$ cat src/rtl/rse_pkg.sv
`timescale 1ns / 1ps

package rse_pkg;

   localparam int DATA_W              = 32;
   localparam int CODE_W              = 2;
   localparam int STATUS_W            = 2;
   localparam int TDATA_W             = 40;
   localparam int DEFAULT_STACK_DEPTH = 16;

   typedef enum logic [0:0] {
      TOK_VALUE = 1'b0,
      TOK_OPER  = 1'b1
   } token_kind_type;

   typedef enum logic [CODE_W-1:0] {
      OP_ADD = 2'd0,
      OP_SUB = 2'd1,
      OP_MUL = 2'd2
   } op_code_type;

   typedef enum logic [STATUS_W-1:0] {
      ST_OK        = 2'd0,
      ST_UNDERFLOW = 2'd1,
      ST_OVERFLOW  = 2'd2
   } status_type;

   // per-cell update command, one of them at most is set
   typedef struct packed {
      logic load;   // take the value from the load input
      logic push;   // take the value of the neighbor above
      logic pop;    // take the value of the neighbor below
   } cell_ctrl_type;

endpackage

$ cat src/rtl/rse_cell.sv
`timescale 1ns / 1ps

module rse_cell (
   input  logic                         clock,
   input  rse_pkg::cell_ctrl_type       ctrl,
   input  logic [rse_pkg::DATA_W-1:0]   load_data,
   input  logic [rse_pkg::DATA_W-1:0]   up_data,
   input  logic [rse_pkg::DATA_W-1:0]   down_data,
   output logic [rse_pkg::DATA_W-1:0]   data
);
   import rse_pkg::*;

   logic [DATA_W-1:0] data_ff;
   logic [DATA_W-1:0] data_in;

   always_comb begin
      if (ctrl.load) begin
         data_in = load_data;
      end else if (ctrl.push) begin
         data_in = up_data;
      end else if (ctrl.pop) begin
         data_in = down_data;
      end else begin
         data_in = data_ff;
      end
   end

   always_ff @(posedge clock) begin
      data_ff <= data_in;
   end

   assign data = data_ff;

endmodule

$ cat src/rtl/rse_alu.sv
`timescale 1ns / 1ps

module rse_alu (
   input  logic [rse_pkg::DATA_W-1:0]   first_op,
   input  logic [rse_pkg::DATA_W-1:0]   second_op,
   input  logic [rse_pkg::CODE_W-1:0]   code,
   output logic [rse_pkg::DATA_W-1:0]   result
);
   import rse_pkg::*;

   // wrapping 32-bit arithmetic, low half of the product
   always_comb begin
      case (code)
         OP_ADD:  result = first_op + second_op;
         OP_SUB:  result = first_op - second_op;
         OP_MUL:  result = first_op * second_op;
         default: result = '0;
      endcase
   end

endmodule

$ cat src/rtl/rpn_stack_evaluator_unit.sv
`timescale 1ns / 1ps
// channel  dir  handshake             tdata (low bit up)                      tuser / tlast
// req_     in   req_tvalid/tready     operand_value[31:0] operator_code[33:32] req_type / end
// rsp_     out  rsp_tvalid/tready     final_value[31:0] status[33:32]         -
//
// one request per clock unless stalled: cells shift, the alu adds, subtracts or multiplies
// and the top cell loads, all in the same cycle; the multiplier sets the critical path
// a result appears in the output register in the cycle after the last token is taken
// synchronous reset empties the stack and clears the error; cells are not reset
// a pending result that is not taken stalls req_tready until rsp_tready

module rpn_stack_evaluator_unit #(
   parameter int STACK_DEPTH = rse_pkg::DEFAULT_STACK_DEPTH
) (
   input  logic                          clock,
   input  logic                          reset,
   input  logic                          req_tvalid,
   output logic                          req_tready,
   input  logic [rse_pkg::TDATA_W-1:0]   req_tdata,   // operand_value, operator_code, pad
   input  logic                          req_tuser,   // req_type
   input  logic                          req_tlast,   // end_of_expression
   output logic                          rsp_tvalid,
   input  logic                          rsp_tready,
   output logic [rse_pkg::TDATA_W-1:0]   rsp_tdata    // final_value, status, pad
);
   import rse_pkg::*;

   localparam int DEPTH_W = $clog2(STACK_DEPTH + 1);

   // stack occupancy and sticky error
   logic [DEPTH_W-1:0]   depth_ff;
   logic [DEPTH_W-1:0]   depth_in;
   logic [STATUS_W-1:0]  err_ff;
   logic [STATUS_W-1:0]  err_in;

   // output register
   logic                 rsp_valid_ff;
   logic                 rsp_valid_in;
   logic [TDATA_W-1:0]   rsp_data_ff;
   logic [TDATA_W-1:0]   rsp_data_in;

   logic                 accept;
   logic [DATA_W-1:0]    in_value;
   logic [CODE_W-1:0]    in_code;
   logic                 is_oper;

   logic                 do_push;
   logic                 do_oper;
   logic [DATA_W-1:0]    alu_result;
   logic [DATA_W-1:0]    top_next;
   logic [STATUS_W-1:0]  final_status;
   logic [DATA_W-1:0]    final_value;

   // cell row, index 0 is top of stack
   logic [DATA_W-1:0]    cell_data [STACK_DEPTH];
   cell_ctrl_type        cell_ctrl [STACK_DEPTH];

   assign in_value = req_tdata[DATA_W-1:0];
   assign in_code  = req_tdata[DATA_W +: CODE_W];
   assign is_oper  = (req_tuser == TOK_OPER);

   // free slot in the output register or it drains this cycle
   assign req_tready = !rsp_valid_ff || rsp_tready;
   assign accept     = req_tvalid && req_tready;

   // legal stack moves, ignored once an error is held
   assign do_push = accept && (err_ff == ST_OK) && !is_oper
                    && (depth_ff != DEPTH_W'(STACK_DEPTH));
   assign do_oper = accept && (err_ff == ST_OK) && is_oper
                    && (depth_ff >= DEPTH_W'(2));

   rse_alu u_alu (
      .first_op  (cell_data[1]),
      .second_op (cell_data[0]),
      .code      (in_code),
      .result    (alu_result)
   );

   // top cell loads either the pushed value or the operator result,
   // the rest shift down on push and up on operator
   always_comb begin
      for (int i = 0; i < STACK_DEPTH; i++) begin
         cell_ctrl[i] = '0;
         if (i == 0) begin
            cell_ctrl[i].load = do_push || do_oper;
         end else begin
            cell_ctrl[i].push = do_push;
            cell_ctrl[i].pop  = do_oper;
         end
      end
   end

   for (genvar g = 0; g < STACK_DEPTH; g++) begin : g_cell
      if (g == STACK_DEPTH - 1) begin : g_bottom
         rse_cell u_cell (
            .clock     (clock),
            .ctrl      (cell_ctrl[g]),
            .load_data (do_push ? in_value : alu_result),
            .up_data   (cell_data[g-1]),
            .down_data (cell_data[g]),
            .data      (cell_data[g])
         );
      end else if (g == 0) begin : g_top
         rse_cell u_cell (
            .clock     (clock),
            .ctrl      (cell_ctrl[g]),
            .load_data (do_push ? in_value : alu_result),
            .up_data   (in_value),
            .down_data (cell_data[g+1]),
            .data      (cell_data[g])
         );
      end else begin : g_mid
         rse_cell u_cell (
            .clock     (clock),
            .ctrl      (cell_ctrl[g]),
            .load_data (do_push ? in_value : alu_result),
            .up_data   (cell_data[g-1]),
            .down_data (cell_data[g+1]),
            .data      (cell_data[g])
         );
      end
   end

   // occupancy, error and the report for a last token
   always_comb begin
      depth_in = depth_ff;
      err_in   = err_ff;
      top_next = cell_data[0];
      if (do_push) begin
         depth_in = depth_ff + DEPTH_W'(1);
         top_next = in_value;
      end else if (do_oper) begin
         depth_in = depth_ff - DEPTH_W'(1);
         top_next = alu_result;
      end else if (accept && (err_ff == ST_OK)) begin
         // push on a full stack or operator short of operands
         err_in = is_oper ? ST_UNDERFLOW : ST_OVERFLOW;
      end

      // empty stack at the end reports underflow
      final_status = err_in;
      if ((err_in == ST_OK) && (depth_in == '0)) begin
         final_status = ST_UNDERFLOW;
      end
      final_value = (final_status == ST_OK) ? top_next : '0;

      if (accept && req_tlast) begin
         depth_in = '0;
         err_in   = ST_OK;
      end
   end

   always_comb begin
      rsp_valid_in = rsp_valid_ff;
      rsp_data_in  = rsp_data_ff;
      if (accept && req_tlast) begin
         rsp_valid_in = 1'b1;
         rsp_data_in  = {{(TDATA_W - DATA_W - STATUS_W){1'b0}}, final_status, final_value};
      end else if (rsp_tready) begin
         rsp_valid_in = 1'b0;
      end
   end

   always_ff @(posedge clock) begin
      if (reset) begin
         depth_ff     <= '0;
         err_ff       <= ST_OK;
         rsp_valid_ff <= 1'b0;
      end else begin
         depth_ff     <= depth_in;
         err_ff       <= err_in;
         rsp_valid_ff <= rsp_valid_in;
      end
   end

   always_ff @(posedge clock) begin
      rsp_data_ff <= rsp_data_in;
   end

   assign rsp_tvalid = rsp_valid_ff;
   assign rsp_tdata  = rsp_data_ff;

   // occupancy never passes the number of cells
   assert property (@(posedge clock) disable iff (reset)
      depth_ff <= DEPTH_W'(STACK_DEPTH))
      else $error("stack occupancy beyond cell count");

   // a reported expression leaves an empty stack and no error
   assert property (@(posedge clock) disable iff (reset)
      accept && req_tlast |=> (depth_ff == '0) && (err_ff == ST_OK))
      else $error("state not cleared after last token");

   // a new result appears only after a last token was taken
   assert property (@(posedge clock) disable iff (reset)
      $rose(rsp_valid_ff) |-> $past(accept && req_tlast))
      else $error("result without a last token");

   // an error report carries a zero value
   assert property (@(posedge clock) disable iff (reset)
      rsp_valid_ff && (rsp_data_ff[DATA_W +: STATUS_W] != ST_OK)
      |-> (rsp_data_ff[DATA_W-1:0] == '0))
      else $error("nonzero value with error status");

endmodule
$ cat config.mk
export PLATFORM = sky130hd
export DESIGN_NAME = rpn_stack_evaluator_unit
export DESIGN_NICKNAME = d
export VERILOG_FILES = /design/src/rtl/rse_pkg.sv /design/src/rtl/rse_cell.sv /design/src/rtl/rse_alu.sv /design/src/rtl/rpn_stack_evaluator_unit.sv
export SDC_FILE = /design/constraint.sdc
export NUM_CORES = 2
export LEC_CHECK = 0
export ABC_AREA = 1
export BUFFER_PORTS_ARGS = -buffer_cell sky130_fd_sc_hd__buf_2
export CORE_ASPECT_RATIO = 1.25
export CORE_MARGIN = 2
export CORE_UTILIZATION = 25
export CTS_BUF_LIST = sky130_fd_sc_hd__clkbuf_16
export DETAILED_ROUTE_END_ITERATION = 16
export GPL_ROUTABILITY_DRIVEN = 1
export PLACE_DENSITY_LB_ADDON = 0.15
export SYNTH_ARGS = -nofsm -noshare
export SYNTH_HDL_FRONTEND = slang
export SYNTH_HIERARCHICAL = 1
export SYNTH_SLANG_ARGS = --single-unit
$ cat constraint.sdc
create_clock -name clock -period 16.85 [get_ports clock]
set_input_delay 1.685 -clock clock [delete_from_list [all_inputs] [get_ports clock]]
set_output_delay 1.685 -clock clock [all_outputs]
set_load 0.01 [all_outputs]
==> run_results.csv <==
group,metric,value,unit
status,status,"finished, final reports clean",
synth,async_reset_ff_share,0,%
floorplanning,initial_core_util,25.1,%
clocking,clockBufferDepth,3,
critical_path,crit_end,"rsp_tdata[30]$_SDFFCE_PP0P_",
sta,slew_violations,0,
layout,post-route-util,27.3,%
clocking,cts_hold_buf,0,
synth,avgSynthCellArea,7.16,µm²
sta,setup_tns,0,ps
synth,yosysWarnings,6,
clocking,cts_htree_levels,3,
global_routing,grt_max_degree,105,
floorplanning,io_pins,88,
floorplanning,floorplan.die_area,0.221,mm²
global_routing,grt_overflow,0,
critical_path,critPathKind,"reg2reg",
global_routing,met1_usage,19.6,%
sta,layout_min_cycle_time,8960,ps
synth,seq_area_frac_synth,30.5,%
critical_path,critPathSlowestCell,"nor4_1",
sta,clock.fmax,112,MHz
clocking,insertion_delay,660,ps
synth,netlist_area,0.0543,mm²
critical_path,critPathBufInv,7,
routing,vias_per_cell,4.21,
placement,hpwl,133000,µm
min_path,hp-class,"reg2reg",
floorplanning,coreArea,0.216,mm²
floorplanning,fp.dieH,525,µm
synth,synth_edf_count,546,
synth,synth_most_common_cell,"nand2_1",
critical_path,crit_path_frequent_cell,"fa_1",
clocking,clkSlewWorstSetupHoldPaths,60,ps
layout,area_growth_syn_to_layout,8.58,%
clocking,cts_setup_buffers,0,
synth,ys_types,56,
routing,vias,43960,
sta,setup_viol,0,
sta,slew_headroom,23.7,%
routing,antenna_left,0,
synth,synth_area_leader_cell,"edfxtp_1",
critical_path,slowest_delay,810,ps
clocking,clock-sinks,554,
clocking,numCtsBuffers,74,
routing,wl_per_cell,17.2,µm
layout,drive_gt1_share,5.23,%
routing,wirelength,179000,µm
critical_path,cp.required,17240,ps
routing,dr.pass1.iters,6,
critical_path,timing.rr.end,"rsp_tdata[30]$_SDFFCE_PP0P_",
clocking,cts_tree,"done",
critical_path,path_delay_family,"adder cells",
floorplanning,fp-row-count,191,
critical_path,cp-start-kind,"register",
global_routing,antenna_found_initial,4,
sta,finalClockSkew,37.9,ps
routing,drc,0,
clocking,cts_root_buf,"clkbuf_16",
global_routing,grtUsageTotal,16.2,%
synth,synthCells,7587,
critical_path,cp-startpoint,"g_cell[0].g_top.u_cell/data[7]$_DFFE_PP_",
clocking,post_cts_resized,0,
sta,period_share,53.2,%
critical_path,cp.depth,27,
synth,synthFlopType,"edfxtp_1",
layout,finalNetCount,8094,
critical_path,cp.arrival,9340,ps
job,cap_violations,0,
routing,drt_iter0_markers,2710,
global_routing,grt_pass1_vias,44994,
synth,synth_common_cells,"nand2_1, inv_1, nand3_1",
critical_path,worstPathMaxFanout,24,
floorplanning,chipWidth,421,µm
synth,synth_top_cell_area_share,30.2,%
synth,synthTopCellsByArea,"edfxtp_1, nand2_1, fa_1, inv_1, nand3_1",
placement,place_congestion,0.848,
critical_path,cp-end-kind,"register",
critical_path,worstRegToRegCells,27,
sta,worst-slew-pin-transition,1140,ps
critical_path,r2r_start,"g_cell[0].g_top.u_cell/data[7]$_DFFE_PP_",
sta,rsz0062_at_grt,"false",
global_routing,busiest_layer,"met2",
critical_path,reg2reg_slack,7890,ps
sta,hold_viol,0,
placement,io_buffers,75,
global_routing,use_met2,29.6,%
global_routing,grt_util_met3,1.31,%
synth,ys_ff_latch,554,
global_routing,grt_pass1_wl,276000,µm
-- stage by stage --
step           setup WS (ps)  std cells  instance area [µm²]  hold slack (ps)
6_report                7890      10430                59000              537
5_1_grt                 7520      10430                59000              578
4_1_cts                 7840      10428                59000              540
3_5_place_dp            7910      10298                56700              530
3_3_place_gp            7900      10298                56700              524
2_1_floorplan           9140       7609                54400              499
-- cell families after synthesis --
group | after synthesis | share of synthesized area [%]
compound gates | 341 | 3.55
xor+xnor | 67 | 1.08
fa+ha+maj | 569 | 18.8
buf+inv | 2304 | 18.1
flops | 554 | 30.5
mux | 1 | 0.0253
other cells | 1 | 0.00690
simple gates | 3750 | 28.0
-- layout make-up --
type / instances / area (µm²)
Fill cell: 23900 / 157000
Antenna cell: 2 / 5.00
Tap cell: 2895 / 3620
Multi-Input combinational cell: 4751 / 28100
Clock inverter: 54 / 365
Inverter: 1934 / 7350
Clock buffer: 76 / 1900
Timing Repair Buffer: 164 / 1040
Sequential cell: 554 / 16600
-- cell usage in the layout, fill, tap and decap left out, types with 4 or more instances in the layout --
master | Yosys | routed
nor4_1 | 4 | 4
nand4_1 | 12 | 12
bufinv_16 | 0 | 4
nor3_2 | 4 | 4
conb_1 | 1 | 23
or2_2 | 9 | 9
inv_2 | 6 | 5
nand3_4 | 5 | 5
xnor2_1 | 24 | 24
buf_4 | 120 | 89
dfxtp_1 | 8 | 8
buf_2 | 79 | 75
nor3_1 | 20 | 20
nor2_1 | 106 | 105
clkinv_1 | 0 | 17
nand3b_1 | 7 | 7
ha_1 | 160 | 160
clkinv_2 | 0 | 8
a21o_1 | 12 | 12
o31ai_1 | 4 | 4
o21a_1 | 4 | 4
edfxtp_1 | 546 | 546
xor2_1 | 43 | 43
a21oi_1 | 102 | 102
o21bai_1 | 5 | 5
o21ai_2 | 2 | 33
nand3_1 | 597 | 597
fa_1 | 409 | 409
a31oi_1 | 9 | 9
a21boi_0 | 33 | 33
nand2_1 | 2940 | 2940
nand3_2 | 5 | 5
clkbuf_16 | 0 | 76
inv_4 | 32 | 32
o21ai_0 | 143 | 111
nor2_2 | 31 | 31
inv_1 | 1896 | 1915
o21ai_1 | 8 | 9
-- registers in the layout (all words and copies together), names as in the netlist --
signal,cells
g_cell.g_bottom.u_cell/data,32
depth_ff,5
g_cell.g_top.u_cell/data,32
rsp_tvalid,1
rsp_tdata,34
g_cell.g_mid.u_cell/data,448
err_ff,2
-- layer usage --
layer / vias to the layer above / routed length, µm
li1: 22128 / -
met3: 224 / 5830
met5: - / 0
met2: 860 / 91000
met1: 20748 / 75600
met4: 0 / 6790
-- worst register-to-register path, stage by stage, from the launching register on --
cell and delay (ps):
edfxtp_1 750, buf_4 480, nand2_1 150, inv_1 80
fa_1 440, fa_1 500, fa_1 530, inv_1 50
fa_1 480, inv_1 60, fa_1 490, inv_1 50
fa_1 550, inv_1 60, fa_1 510, fa_1 440
ha_1 390, nand2_1 130, nor4_1 810, nand4_1 180
nand2_1 120, a21oi_1 60, o21ai_0 200, nand2_1 130
inv_1 120, o21ai_0 90, a21boi_0 770, nor2_2 70
-- worst min-delay path by stage --
stage | from | to | cells past startpoint
final | depth_ff[0]$_SDFF_PP0_ | depth_ff[0]$_SDFF_PP0_ | 2
after global routing | depth_ff[0]$_SDFF_PP0_ | depth_ff[0]$_SDFF_PP0_ | 2
after CTS | depth_ff[0]$_SDFF_PP0_ | depth_ff[0]$_SDFF_PP0_ | 2
after detailed placement | depth_ff[0]$_SDFF_PP0_ | depth_ff[0]$_SDFF_PP0_ | 2
after global placement | depth_ff[0]$_SDFF_PP0_ | depth_ff[0]$_SDFF_PP0_ | 2
after floorplan | depth_ff[0]$_SDFF_PP0_ | depth_ff[0]$_SDFF_PP0_ | 2
Power is left out: the tool's default activity adds up to more than one toggle a clock period on the data nets, which glitch-free logic cannot reach.
